==> src/sv/pcq_pkg.sv <==
// Package for the pose capture qualifier: command, status and register codes,
// the packed layout of input and result items, and reset values.
// No dependencies.
`timescale 1ns / 1ps

package pcq_pkg;

    typedef enum logic [1:0] {
        CMD_START  = 2'd0,
        CMD_SAMPLE = 2'd1,
        CMD_EVENT  = 2'd2,
        CMD_STOP   = 2'd3
    } t_cmd;

    typedef enum logic [3:0] {
        ST_OK        = 4'd0,
        ST_ALREADY   = 4'd1,
        ST_NOT_REC   = 4'd2,
        ST_TOO_SOON  = 4'd3,
        ST_CAPACITY  = 4'd4,
        ST_INVALID   = 4'd5,
        ST_JUMP      = 4'd6,
        ST_DUPLICATE = 4'd7,
        ST_EMPTY     = 4'd8
    } t_status;

    typedef enum logic [1:0] {
        CFG_POSE_JUMP   = 2'd0,
        CFG_HDG_JUMP    = 2'd1,
        CFG_INVALID_LIM = 2'd2,
        CFG_JUMP_LIM    = 2'd3
    } t_cfg_idx;

    localparam logic [15:0] FULL_TURN     = 16'd36000;
    localparam int          KIND_TABLE    = 16;
    localparam int          KIND_W        = $clog2(KIND_TABLE);
    localparam logic [7:0]  RUN_MAX       = 8'hFF;

    localparam logic [31:0] RST_POSE_SQ   = 32'd1440000;
    localparam logic [14:0] RST_HDG_JUMP  = 15'd4500;
    localparam logic [7:0]  RST_INV_LIM   = 8'd5;
    localparam logic [7:0]  RST_JUMP_LIM  = 8'd3;

    // last field in the lowest bits
    typedef struct packed {
        logic [15:0]        event_value;
        logic [KIND_W-1:0]  event_kind;
        logic [15:0]        heading;
        logic signed [19:0] pos_y;
        logic signed [19:0] pos_x;
        logic               pose_valid;
        logic [31:0]        time_ms;
    } t_in_item;

    typedef struct packed {
        logic [31:0] duration_ms;
        logic [11:0] store_index;
        logic        stored;
        logic        recording;
        t_status     final_status;
        t_status     status;
    } t_out_item;

    localparam int IN_W  = $bits(t_in_item);
    localparam int OUT_W = $bits(t_out_item);

endpackage

==> src/sv/pose_capture_qualifier.sv <==
// Pose capture qualifier top level; uses pcq_pkg.
// Inputs pass through the input register, results through the result register.
// Throughput: one command per cycle when the output is not stalled; all qualification
// is one combinational pass between the two registers, session state updates in that pass.
// Reset (i_rst_n low, synchronous): session idle, counters and runs cleared,
// registers back to defaults; the per-kind last-value table is not cleared.
`timescale 1ns / 1ps

module pose_capture_qualifier
    import pcq_pkg::*;
#(
    parameter int unsigned SAMPLE_SLOTS  = 4096,
    parameter int unsigned EVENT_SLOTS   = 4096,
    parameter int unsigned MIN_PERIOD_MS = 10,
    parameter logic [31:0] MAX_TIME_MS   = 32'd120000,
    parameter int unsigned EVENT_KINDS   = 16
) (
    input  logic         i_clk,
    input  logic         i_rst_n,
    input  logic         s_axis_tvalid,
    output logic         s_axis_tready,
    // time_ms[31:0], pose_valid[32], pos_x[52:33], pos_y[72:53],
    // heading[88:73], event_kind[92:89], event_value[108:93], zero pad above
    input  logic [111:0] s_axis_tdata,
    // command
    input  logic [1:0]   s_axis_tuser,
    output logic         m_axis_tvalid,
    input  logic         m_axis_tready,
    // status[3:0], final_status[7:4], recording[8], stored[9],
    // store_index[21:10], duration_ms[53:22], zero pad above
    output logic [55:0]  m_axis_tdata,
    input  logic         i_cfg_valid,
    output logic         o_cfg_ready,
    input  logic [1:0]   i_cfg_index,
    input  logic [15:0]  i_cfg_data
);

    localparam int SCNT_W = $clog2(SAMPLE_SLOTS + 1);
    localparam int ECNT_W = $clog2(EVENT_SLOTS + 1);

    // input register
    logic       r_in_vld;
    t_cmd       r_cmd;
    t_in_item   r_in;
    // result register
    logic       r_out_vld;
    t_out_item  r_out;

    // configuration
    logic [31:0] r_pose_sq;
    logic [14:0] r_hdg_jump;
    logic [7:0]  r_inv_lim;
    logic [7:0]  r_jump_lim;

    // session state
    logic               r_active,     n_active;
    t_status            r_result,     n_result;
    logic [31:0]        r_prev_time,  n_prev_time;
    logic               r_prev_valid, n_prev_valid;
    logic signed [19:0] r_prev_x,     n_prev_x;
    logic signed [19:0] r_prev_y,     n_prev_y;
    logic [15:0]        r_prev_hdg,   n_prev_hdg;
    logic [SCNT_W-1:0]  r_samples,    n_samples;
    logic [ECNT_W-1:0]  r_events,     n_events;
    logic [7:0]         r_inv_run,    n_inv_run;
    logic [7:0]         r_jump_run,   n_jump_run;
    logic [31:0]        r_longest,    n_longest;
    logic [KIND_TABLE-1:0] r_seen,    n_seen;
    logic [15:0]        r_last_val [KIND_TABLE];

    logic        adv;
    logic        fire;
    logic        kind_wr;
    t_out_item   n_out;

    logic signed [20:0] dx;
    logic signed [20:0] dy;
    logic signed [41:0] dx_sq;
    logic signed [41:0] dy_sq;
    logic [42:0]        d2;
    logic               pos_jump;
    logic [15:0]        hd;
    logic [15:0]        hm;
    logic [15:0]        he;
    logic [15:0]        gap;
    logic               hdg_jump;
    logic               too_soon;
    logic               tracked;
    logic               dup;
    logic [7:0]         inv_inc;
    logic [7:0]         jump_inc;

    assign adv           = !r_out_vld || m_axis_tready;
    assign fire          = r_in_vld && adv;
    assign s_axis_tready = !r_in_vld || adv;
    assign o_cfg_ready   = 1'b1;
    assign m_axis_tvalid = r_out_vld;
    assign m_axis_tdata  = {{(56 - OUT_W){1'b0}}, r_out};

    // pose and heading step tests, sample timing, duplicate event and run counter checks
    always_comb begin
        dx       = {r_in.pos_x[19], r_in.pos_x} - {r_prev_x[19], r_prev_x};
        dy       = {r_in.pos_y[19], r_in.pos_y} - {r_prev_y[19], r_prev_y};
        dx_sq    = dx * dx;
        dy_sq    = dy * dy;
        d2       = {1'b0, dx_sq} + {1'b0, dy_sq};
        pos_jump = d2 > {11'd0, r_pose_sq};
        hd       = (r_in.heading >= r_prev_hdg) ? r_in.heading - r_prev_hdg
                                                : r_prev_hdg - r_in.heading;
        hm       = (hd >= FULL_TURN) ? hd - FULL_TURN : hd;
        he       = FULL_TURN - hm;
        gap      = (hm < he) ? hm : he;
        hdg_jump = gap > {1'b0, r_hdg_jump};
        too_soon = (r_samples != '0)
                && ((r_in.time_ms < r_prev_time)
                 || ((r_in.time_ms - r_prev_time) < 32'(MIN_PERIOD_MS)));
        tracked  = 32'(r_in.event_kind) < EVENT_KINDS;
        dup      = tracked && r_seen[r_in.event_kind]
                && (r_last_val[r_in.event_kind] == r_in.event_value);
        inv_inc  = (r_inv_run == RUN_MAX) ? RUN_MAX : r_inv_run + 8'd1;
        jump_inc = (r_jump_run == RUN_MAX) ? RUN_MAX : r_jump_run + 8'd1;
    end

    always_comb begin
        n_active     = r_active;
        n_result     = r_result;
        n_prev_time  = r_prev_time;
        n_prev_valid = r_prev_valid;
        n_prev_x     = r_prev_x;
        n_prev_y     = r_prev_y;
        n_prev_hdg   = r_prev_hdg;
        n_samples    = r_samples;
        n_events     = r_events;
        n_inv_run    = r_inv_run;
        n_jump_run   = r_jump_run;
        n_longest    = r_longest;
        n_seen       = r_seen;
        kind_wr      = 1'b0;
        n_out        = '0;
        n_out.status = ST_OK;

        case (r_cmd)
            CMD_START: begin
                if (r_active) begin
                    n_out.status = ST_ALREADY;
                end else begin
                    n_samples    = '0;
                    n_events     = '0;
                    n_longest    = '0;
                    n_seen       = '0;
                    n_prev_time  = '0;
                    n_prev_valid = 1'b0;
                    n_prev_x     = '0;
                    n_prev_y     = '0;
                    n_prev_hdg   = '0;
                    n_inv_run    = '0;
                    n_jump_run   = '0;
                    n_result     = ST_OK;
                    n_active     = 1'b1;
                end
            end
            CMD_SAMPLE: begin
                if (!r_active) begin
                    n_out.status = ST_NOT_REC;
                end else if (too_soon) begin
                    n_out.status = ST_TOO_SOON;
                end else if (r_in.time_ms > MAX_TIME_MS
                          || r_samples >= SCNT_W'(SAMPLE_SLOTS)) begin
                    n_active     = 1'b0;
                    n_result     = ST_CAPACITY;
                    n_out.status = ST_CAPACITY;
                end else begin
                    n_out.stored      = 1'b1;
                    n_out.store_index = 12'(13'(r_samples));
                    n_samples         = r_samples + SCNT_W'(1);
                    n_prev_time       = r_in.time_ms;
                    n_prev_valid      = r_in.pose_valid;
                    n_prev_x          = r_in.pos_x;
                    n_prev_y          = r_in.pos_y;
                    n_prev_hdg        = r_in.heading;
                    if (r_in.time_ms > r_longest) begin
                        n_longest = r_in.time_ms;
                    end
                    if (!r_in.pose_valid) begin
                        n_inv_run  = inv_inc;
                        n_jump_run = '0;
                        if (inv_inc >= r_inv_lim) begin
                            n_active     = 1'b0;
                            n_result     = ST_INVALID;
                            n_out.status = ST_INVALID;
                        end
                    end else begin
                        n_inv_run = '0;
                        if ((r_samples != '0) && r_prev_valid && (pos_jump || hdg_jump)) begin
                            n_jump_run = jump_inc;
                            if (jump_inc >= r_jump_lim) begin
                                n_active     = 1'b0;
                                n_result     = ST_JUMP;
                                n_out.status = ST_JUMP;
                            end
                        end else begin
                            n_jump_run = '0;
                        end
                    end
                end
            end
            CMD_EVENT: begin
                if (!r_active) begin
                    n_out.status = ST_NOT_REC;
                end else if (dup) begin
                    n_out.status = ST_DUPLICATE;
                end else if (r_in.time_ms > MAX_TIME_MS
                          || r_events >= ECNT_W'(EVENT_SLOTS)) begin
                    n_active     = 1'b0;
                    n_result     = ST_CAPACITY;
                    n_out.status = ST_CAPACITY;
                end else begin
                    n_out.stored      = 1'b1;
                    n_out.store_index = 12'(13'(r_events));
                    n_events          = r_events + ECNT_W'(1);
                    if (tracked) begin
                        n_seen[r_in.event_kind] = 1'b1;
                        kind_wr                 = 1'b1;
                    end
                    if (r_in.time_ms > r_longest) begin
                        n_longest = r_in.time_ms;
                    end
                end
            end
            CMD_STOP: begin
                if (!r_active) begin
                    n_out.status = ST_NOT_REC;
                end else begin
                    n_active     = 1'b0;
                    n_result     = (r_samples == '0 && r_events == '0) ? ST_EMPTY : ST_OK;
                    n_out.status = n_result;
                end
            end
            default: begin
                n_out.status = ST_NOT_REC;
            end
        endcase

        n_out.final_status = n_result;
        n_out.recording    = n_active;
        n_out.duration_ms  = n_longest;
    end

    always_ff @(posedge i_clk) begin
        if (!i_rst_n) begin
            r_in_vld  <= 1'b0;
            r_out_vld <= 1'b0;
        end else begin
            if (s_axis_tvalid && s_axis_tready) begin
                r_in_vld <= 1'b1;
            end else if (fire) begin
                r_in_vld <= 1'b0;
            end
            if (fire) begin
                r_out_vld <= 1'b1;
            end else if (m_axis_tready) begin
                r_out_vld <= 1'b0;
            end
        end
    end

    always_ff @(posedge i_clk) begin
        if (s_axis_tvalid && s_axis_tready) begin
            r_cmd <= t_cmd'(s_axis_tuser);
            r_in  <= t_in_item'(s_axis_tdata[IN_W-1:0]);
        end
        if (fire) begin
            r_out <= n_out;
        end
        if (fire && kind_wr) begin
            r_last_val[r_in.event_kind] <= r_in.event_value;
        end
    end

    always_ff @(posedge i_clk) begin
        if (!i_rst_n) begin
            r_pose_sq  <= RST_POSE_SQ;
            r_hdg_jump <= RST_HDG_JUMP;
            r_inv_lim  <= RST_INV_LIM;
            r_jump_lim <= RST_JUMP_LIM;
        end else if (i_cfg_valid && o_cfg_ready) begin
            case (t_cfg_idx'(i_cfg_index))
                CFG_POSE_JUMP:   r_pose_sq  <= i_cfg_data * i_cfg_data;
                CFG_HDG_JUMP:    r_hdg_jump <= i_cfg_data[14:0];
                CFG_INVALID_LIM: r_inv_lim  <= i_cfg_data[7:0];
                CFG_JUMP_LIM:    r_jump_lim <= i_cfg_data[7:0];
                default: begin
                end
            endcase
        end
    end

    always_ff @(posedge i_clk) begin
        if (!i_rst_n) begin
            r_active     <= 1'b0;
            r_result     <= ST_OK;
            r_prev_time  <= '0;
            r_prev_valid <= 1'b0;
            r_prev_x     <= '0;
            r_prev_y     <= '0;
            r_prev_hdg   <= '0;
            r_samples    <= '0;
            r_events     <= '0;
            r_inv_run    <= '0;
            r_jump_run   <= '0;
            r_longest    <= '0;
            r_seen       <= '0;
        end else if (fire) begin
            r_active     <= n_active;
            r_result     <= n_result;
            r_prev_time  <= n_prev_time;
            r_prev_valid <= n_prev_valid;
            r_prev_x     <= n_prev_x;
            r_prev_y     <= n_prev_y;
            r_prev_hdg   <= n_prev_hdg;
            r_samples    <= n_samples;
            r_events     <= n_events;
            r_inv_run    <= n_inv_run;
            r_jump_run   <= n_jump_run;
            r_longest    <= n_longest;
            r_seen       <= n_seen;
        end
    end

`ifndef SYNTH
    a_stored_status: assert property (@(posedge i_clk) disable iff (!i_rst_n)
        r_out_vld && r_out.stored |->
            (r_out.status == ST_OK || r_out.status == ST_INVALID
             || r_out.status == ST_JUMP))
        else $error("stored result carries a rejecting status");

    a_not_rec_idle: assert property (@(posedge i_clk) disable iff (!i_rst_n)
        r_out_vld && r_out.status == ST_NOT_REC |-> !r_out.recording && !r_out.stored)
        else $error("not-recording result shows activity");

    a_start_clears: assert property (@(posedge i_clk) disable iff (!i_rst_n)
        $rose(r_active) |-> r_samples == '0 && r_events == '0 && r_seen == '0
                            && r_longest == '0)
        else $error("session started with stale counts");

    a_recording_tracks: assert property (@(posedge i_clk) disable iff (!i_rst_n)
        fire |=> r_out.recording == r_active && r_out.final_status == r_result)
        else $error("result does not match session state");
`endif

endmodule
==> config.mk <==
export PLATFORM = sky130hd
export DESIGN_NAME = pose_capture_qualifier
export DESIGN_NICKNAME = d
export VERILOG_FILES = /design/src/sv/pcq_pkg.sv /design/src/sv/pose_capture_qualifier.sv
export SDC_FILE = /design/constraint.sdc
export NUM_CORES = 2
export LEC_CHECK = 0
export ABC_AREA = 1
export BUFFER_PORTS_ARGS = -buffer_cell sky130_fd_sc_hd__buf_2
export CAP_MARGIN = 40
export CORE_ASPECT_RATIO = 0.5
export CORE_MARGIN = 2
export CORE_UTILIZATION = 62
export CTS_BUF_LIST = sky130_fd_sc_hd__clkbuf_8
export CTS_CLUSTER_SIZE = 8
export DETAILED_ROUTE_END_ITERATION = 7
export GPL_ROUTABILITY_DRIVEN = 0
export HOLD_SLACK_MARGIN = 0.02
export PLACE_DENSITY = 0.79
export RECOVER_POWER = 25
export SYNTH_ARGS = -nofsm -noshare
export SYNTH_HDL_FRONTEND = slang
export SYNTH_SLANG_ARGS = --single-unit
==> constraint.sdc <==
create_clock -name i_clk -period 12.6 [get_ports i_clk]
set_clock_uncertainty 0.05 [all_clocks]
set_input_delay 1.26 -clock i_clk [delete_from_list [all_inputs] [get_ports i_clk]]
set_output_delay 1.26 -clock i_clk [all_outputs]
set_load 0.1 [all_outputs]
Yosys cells after proc, flatten, opt, wreduce, memory -nomap -nowiden
Memory sizes are Yosys's and may differ from the RTL's. A register that Yosys moved wholly into a read port is not among the register bits.
Cells that the tools add are included.
Widths: inputs -> output; s select.
Storage, ports and cells
  memory bits (writable): 256
  bits of input ports: 137
  memories: 1
  flip-flop bits (word level): 414
  logic and storage cells: 235
Cells by class
  equal/unequal tests: 16
  $lt $le $gt $ge: 15
  $add $sub $neg: 12
  $mul: 3
  multiplexer cells: 122
  bitwise logic cells: 1
  reduce and logical (&&, ||, !) cells: 32
Memories
  r_last_val: words 16, bits a word 16, rd ports 1, clocked after memory_dff 1, write ports 1, line pose_capture_qualifier.sv:69  | logic [15:0] r_last_val [KIND_TABLE];
Operators with widths (count)
  $mux 32: 12
  $mux 13: 13
  $mux 16: 10
  $mux 20: 7
  $mux 8: 12
  $pmux 32 s3: 1
  $mul 21x21->42: 2
  $pmux 20 s2: 2
  $pmux 13 s2: 3
  $mux 4: 19
  $pmux 16 s2: 2
  $pmux 32 s2: 1
  $add 42x42->43: 1
  $gt 43x32->1: 1
  $sub 20x20->21: 2
  $gt 32x17->1 const B: 1
  $gt 32x32->1: 1
  $lt 32x32->1: 1
  $lt 32x4->1 const B: 1
  $mul 16x16->32: 1
  $pmux 4 s4: 2
  $pmux 8 s2: 2
  $sub 16x16->16: 2
  $sub 32x32->32: 1
  other kinds (33): 101

Longest topological paths before layout
  depth in word-level cells: 16
  gate-level depth with buffers: 74

Worst setup path after synthesis
OpenSTA, ideal clock, no wires.
  kind: reg-to-reg
  from: reg r_in[53] (netlist name)
  to: reg r_out (netlist bit m_axis_tdata[6]) (data pin)
  path slack: 1.229 ns
  cell stages (with the launch flop): 65
  library setup time: 0.256 ns
  arrival: 11.065 ns
  cell sequence: edfxtp_1 > inv_1 > ha_1 > inv_1 > fa_1 > a21oi_1 > o21bai_1 > a21oi_1 > o21bai_1 > a21o_1 > a21oi_1 > o21ai_0 > inv_1 > o21a_1 > o21a_1 > xnor2_1 > clkinv_1 > clkbuf_1 > [29 not listed] > ha_1 > nand2_1 > nor2_1 > inv_1 > nor2_1 > a21oi_1 > a21oi_1 > o21ai_0 > nand2_1 > a21oi_1 > nand4_1 > nor2_1 > nand2_1 > nand3_1 > nand2_1 > nand3_1 > nand3_1 > a22o_1
RTL lines
  start, declared: line pose_capture_qualifier.sv:44  | t_in_item r_in;
  start signal, assigned: line pose_capture_qualifier.sv:270  | r_in <= t_in_item'(s_axis_tdata[IN_W-1:0]);
  end signal, assigned: line pose_capture_qualifier.sv:273  | r_out <= n_out;
  end, declared: line pose_capture_qualifier.sv:47  | t_out_item r_out;

==> results.py <==
metrics = {
    "synthesis": {
        "synth_cells": 8805,
        "synth.distinct_cells": 62,
        "synth_warnings": 0,
        "ys_seq_area_frac": 0.238,
        "syn_avg_cell_area_um2": 8.44,
        "synthFlopType": "edfxtp_1",
        "ys_seq_elements": 673,
        "synthesis.area_um2": 74300,
        "async_reset_ff_frac": 0,
        "synth-edff-count": 421,
    },
    "placement": {
        "portBuffers": 189,
        "dpl.cell_count": 10500,
        "place_ws_ps": -185,
        "hpwl_um": 143000,
    },
    "setup_path": {
        "cp_max_fo": 6,
        "endpoint_kind": "flip-flop",
        "arrival_ps": 12890,
        "crit_cells": 68,
        "required_ps": 13120,
        "critPathLaunchType": "flip-flop",
        "cpMaxStageDelayCell": "fa_1",
        "reg2reg_depth": 68,
        "reg2reg_from": "r_in[35]$_DFFE_PP_",
        "crit_top_cell": "inv_1",
        "critPathKind": "flip-flop to flip-flop",
        "cp_num_buf_inv": 14,
        "timing.rr.end": "m_axis_tdata[6]$_DFFE_PP_",
        "cp_top_family": "adder cells",
        "ff2ff_setup_slack_ps": 230,
        "max_stage_delay_ps": 540,
    },
    "clock_tree": {
        "cts_buffers": 100,
        "clkSinkCount": 673,
        "h-tree-depth": 3,
        "clkSlewWorstSetupHoldPaths_ps": 70,
        "insertion_delay_ps": 830,
        "tritoncts": "yes",
        "holdBufCountCts": 0,
        "root_buffer": "clkbuf_8",
        "clock_path_buffers": 3,
    },
    "layout": {
        "stdcell_count": 10700,
        "multi_input_area_um2": 48700,
        "layout_common_cells": "2,087 x inv_1, 1,433 x nand2_1, 1,001 x fa_1",
        "layout-drive-gt1-share": 0.0862,
        "layout_commonest_cell": "inv_1",
        "syn2layout_area_growth_pct": 8.99,
        "n_fill_cell": 9167,
        "num-nets-final": 10800,
        "regArea_um2": 17700,
    },
    "min_path": {
        "min_from": "r_prev_time[20]$_SDFFE_PN0P_",
        "holdPathStages": 2,
        "holdCritPathClass": "flip-flop to flip-flop",
        "min_to": "r_prev_time[20]$_SDFFE_PN0P_",
    },
    "timing": {
        "setup_ws_ps": 225,
        "max_freq_mhz": 80.8,
        "finalSetupViolCount": 0,
        "min_period_ps": 12370,
        "drv_slew": 0,
        "relSlewSlack": 0.388,
        "worst_pin_slew_ps": 916,
        "fin_hold_ws_ps": 396,
        "finalHoldViolations": 0,
        "fin_crit_sh": 0.982,
    },
    "status": {
        "status": "completed",
    },
    "floorplanning": {
        "core-area_um2": 118000,
        "die_height_um": 249,
        "fp.dieW_um": 494,
        "rows": 89,
        "die-area_um2": 123000,
        "io_pins": 196,
        "start_util": 0.628,
    },
    "route": {
        "ant_nets": 0,
        "first_pass_iters": 6,
        "wire_per_inst_um": 17.4,
        "post-route-drc-count": 0,
        "vias_per_cell": 5.56,
        "wl_um": 186000,
        "vias": 59700,
        "drt_iter0_markers": 5302,
    },
    "global_route": {
        "antenna_found_initial": 10,
        "grt_max_degree": 90,
        "grt_usage": 0.305,
        "overflow": 0,
        "grt_pass1_vias": 59800,
        "grt_pass1_wl_um": 301000,
    },
    "flow_run": {
        "cap_violations": 0,
    },
}
==> per-stage QoR <==
step,area (um^2),utilization,TNS [ps]
after CTS,79900,0.675,0
final,81000,0.684,0
after global routing,81000,0.684,-5780
after floorplan,74300,-,0
after detailed placement,78000,0.659,-730
after global placement,77800,0.657,-25.0
==> routing by layer <==
layer  track usage  vias up  wire, um
met2         0.493     2513     86600
met3        0.0633      495     17600
li1              -    27900         -
met4         0.110        4      7070
met5             0        -        45
met1         0.408    28700     75100
==> worst reg2reg max path, delay by kind of cell, from the launching register on <==
family          cells  cell delay [ps]
compound gates     17             2850
simple gates       23             2480
fa+ha+maj          11             4390
flops               1              450
buf+inv            14             1320
xor+xnor            3              610
==> cell families after synthesis <==
| logic type | after synthesis | share of synthesized area |
|---|---|---|
| compound gates | 1289 | 0.0972 |
| xor+xnor | 250 | 0.0295 |
| fa+ha+maj | 1593 | 0.370 |
| buf+inv | 2341 | 0.119 |
| flops | 673 | 0.238 |
| mux | 2 | 0.000269 |
| other cells | 2 | 0.000101 |
| simple gates | 2655 | 0.146 |
==> worst max-delay path by stage <==
| stage | endpoint | slack, ps | start |
|---|---|---|---|
| final | m_axis_tdata[6]$_DFFE_PP_ | 230 | r_in[35]$_DFFE_PP_ |
| after global routing | m_axis_tdata[6]$_DFFE_PP_ | -430 | r_in[35]$_DFFE_PP_ |
| after CTS | m_axis_tdata[6]$_DFFE_PP_ | 10 | r_in[53]$_DFFE_PP_ |
| after detailed placement | m_axis_tdata[6]$_DFFE_PP_ | -190 | r_in[33]$_DFFE_PP_ |
| after global placement | m_axis_tdata[6]$_DFFE_PP_ | -30 | r_in[33]$_DFFE_PP_ |
| after floorplan | m_axis_tdata[6]$_DFFE_PP_ | 1230 | r_in[53]$_DFFE_PP_ |
==> synthesized netlist by cell type, types with 21 or more instances <==
cell / n / area, um^2
a21o_1: 33 / 248
a21oi_1: 583 / 2920
a31oi_1: 21 / 131
clkbuf_1: 226 / 848
dfxtp_1: 252 / 5040
edfxtp_1: 421 / 12600
fa_1: 1004 / 20100
ha_1: 589 / 7370
inv_1: 2040 / 7660
nand2_1: 1452 / 5450
nand3_1: 307 / 1540
nand4_1: 56 / 350
nor2_1: 674 / 2530
nor3_1: 81 / 405
nor4_1: 21 / 131
o211ai_1: 69 / 518
o21ai_0: 393 / 1970
o21bai_1: 23 / 173
o221ai_1: 36 / 315
o22ai_1: 29 / 181
xnor2_1: 99 / 867
xor2_1: 151 / 1320
==> repair_timing <==
item | 4_1_cts | 5_1_grt
endpoints found under the setup margin | 19 | 20
pin swaps | 3 | 49
hold endpoints to repair | 0 | 0
gates resized for setup | 13 | 207
buffers inserted | 1 | 28
==> sequential cells by signal, summed over array words and instances, names as in the netlist, 8 cells and up, named ones only <==
signal	flops
m_axis_tdata	54
r_events	13
r_hdg_jump	15
r_in	109
r_inv_lim	8
r_inv_run	8
r_jump_lim	8
r_jump_run	8
r_last_val	256
r_longest	32
r_pose_sq	31
r_prev_hdg	16
r_prev_time	32
r_prev_x	20
r_prev_y	20
r_samples	13
r_seen	16
==> cell type report <==
| type | count | area share |
|---|---|---|
| multi-input combinational | 5792 | 0.602 |
| sequential | 673 | 0.218 |
| inverter | 2067 | 0.0965 |
| timing repair buffer | 429 | 0.0357 |
| tap | 1592 | 0.0246 |
| clock buffer | 103 | 0.0175 |
| clock inverter | 73 | 0.00530 |
| antenna | 8 | 0.000247 |
Power is not shown: default switching activity piles up to over one toggle a cycle in this logic, so the estimate is an artifact.
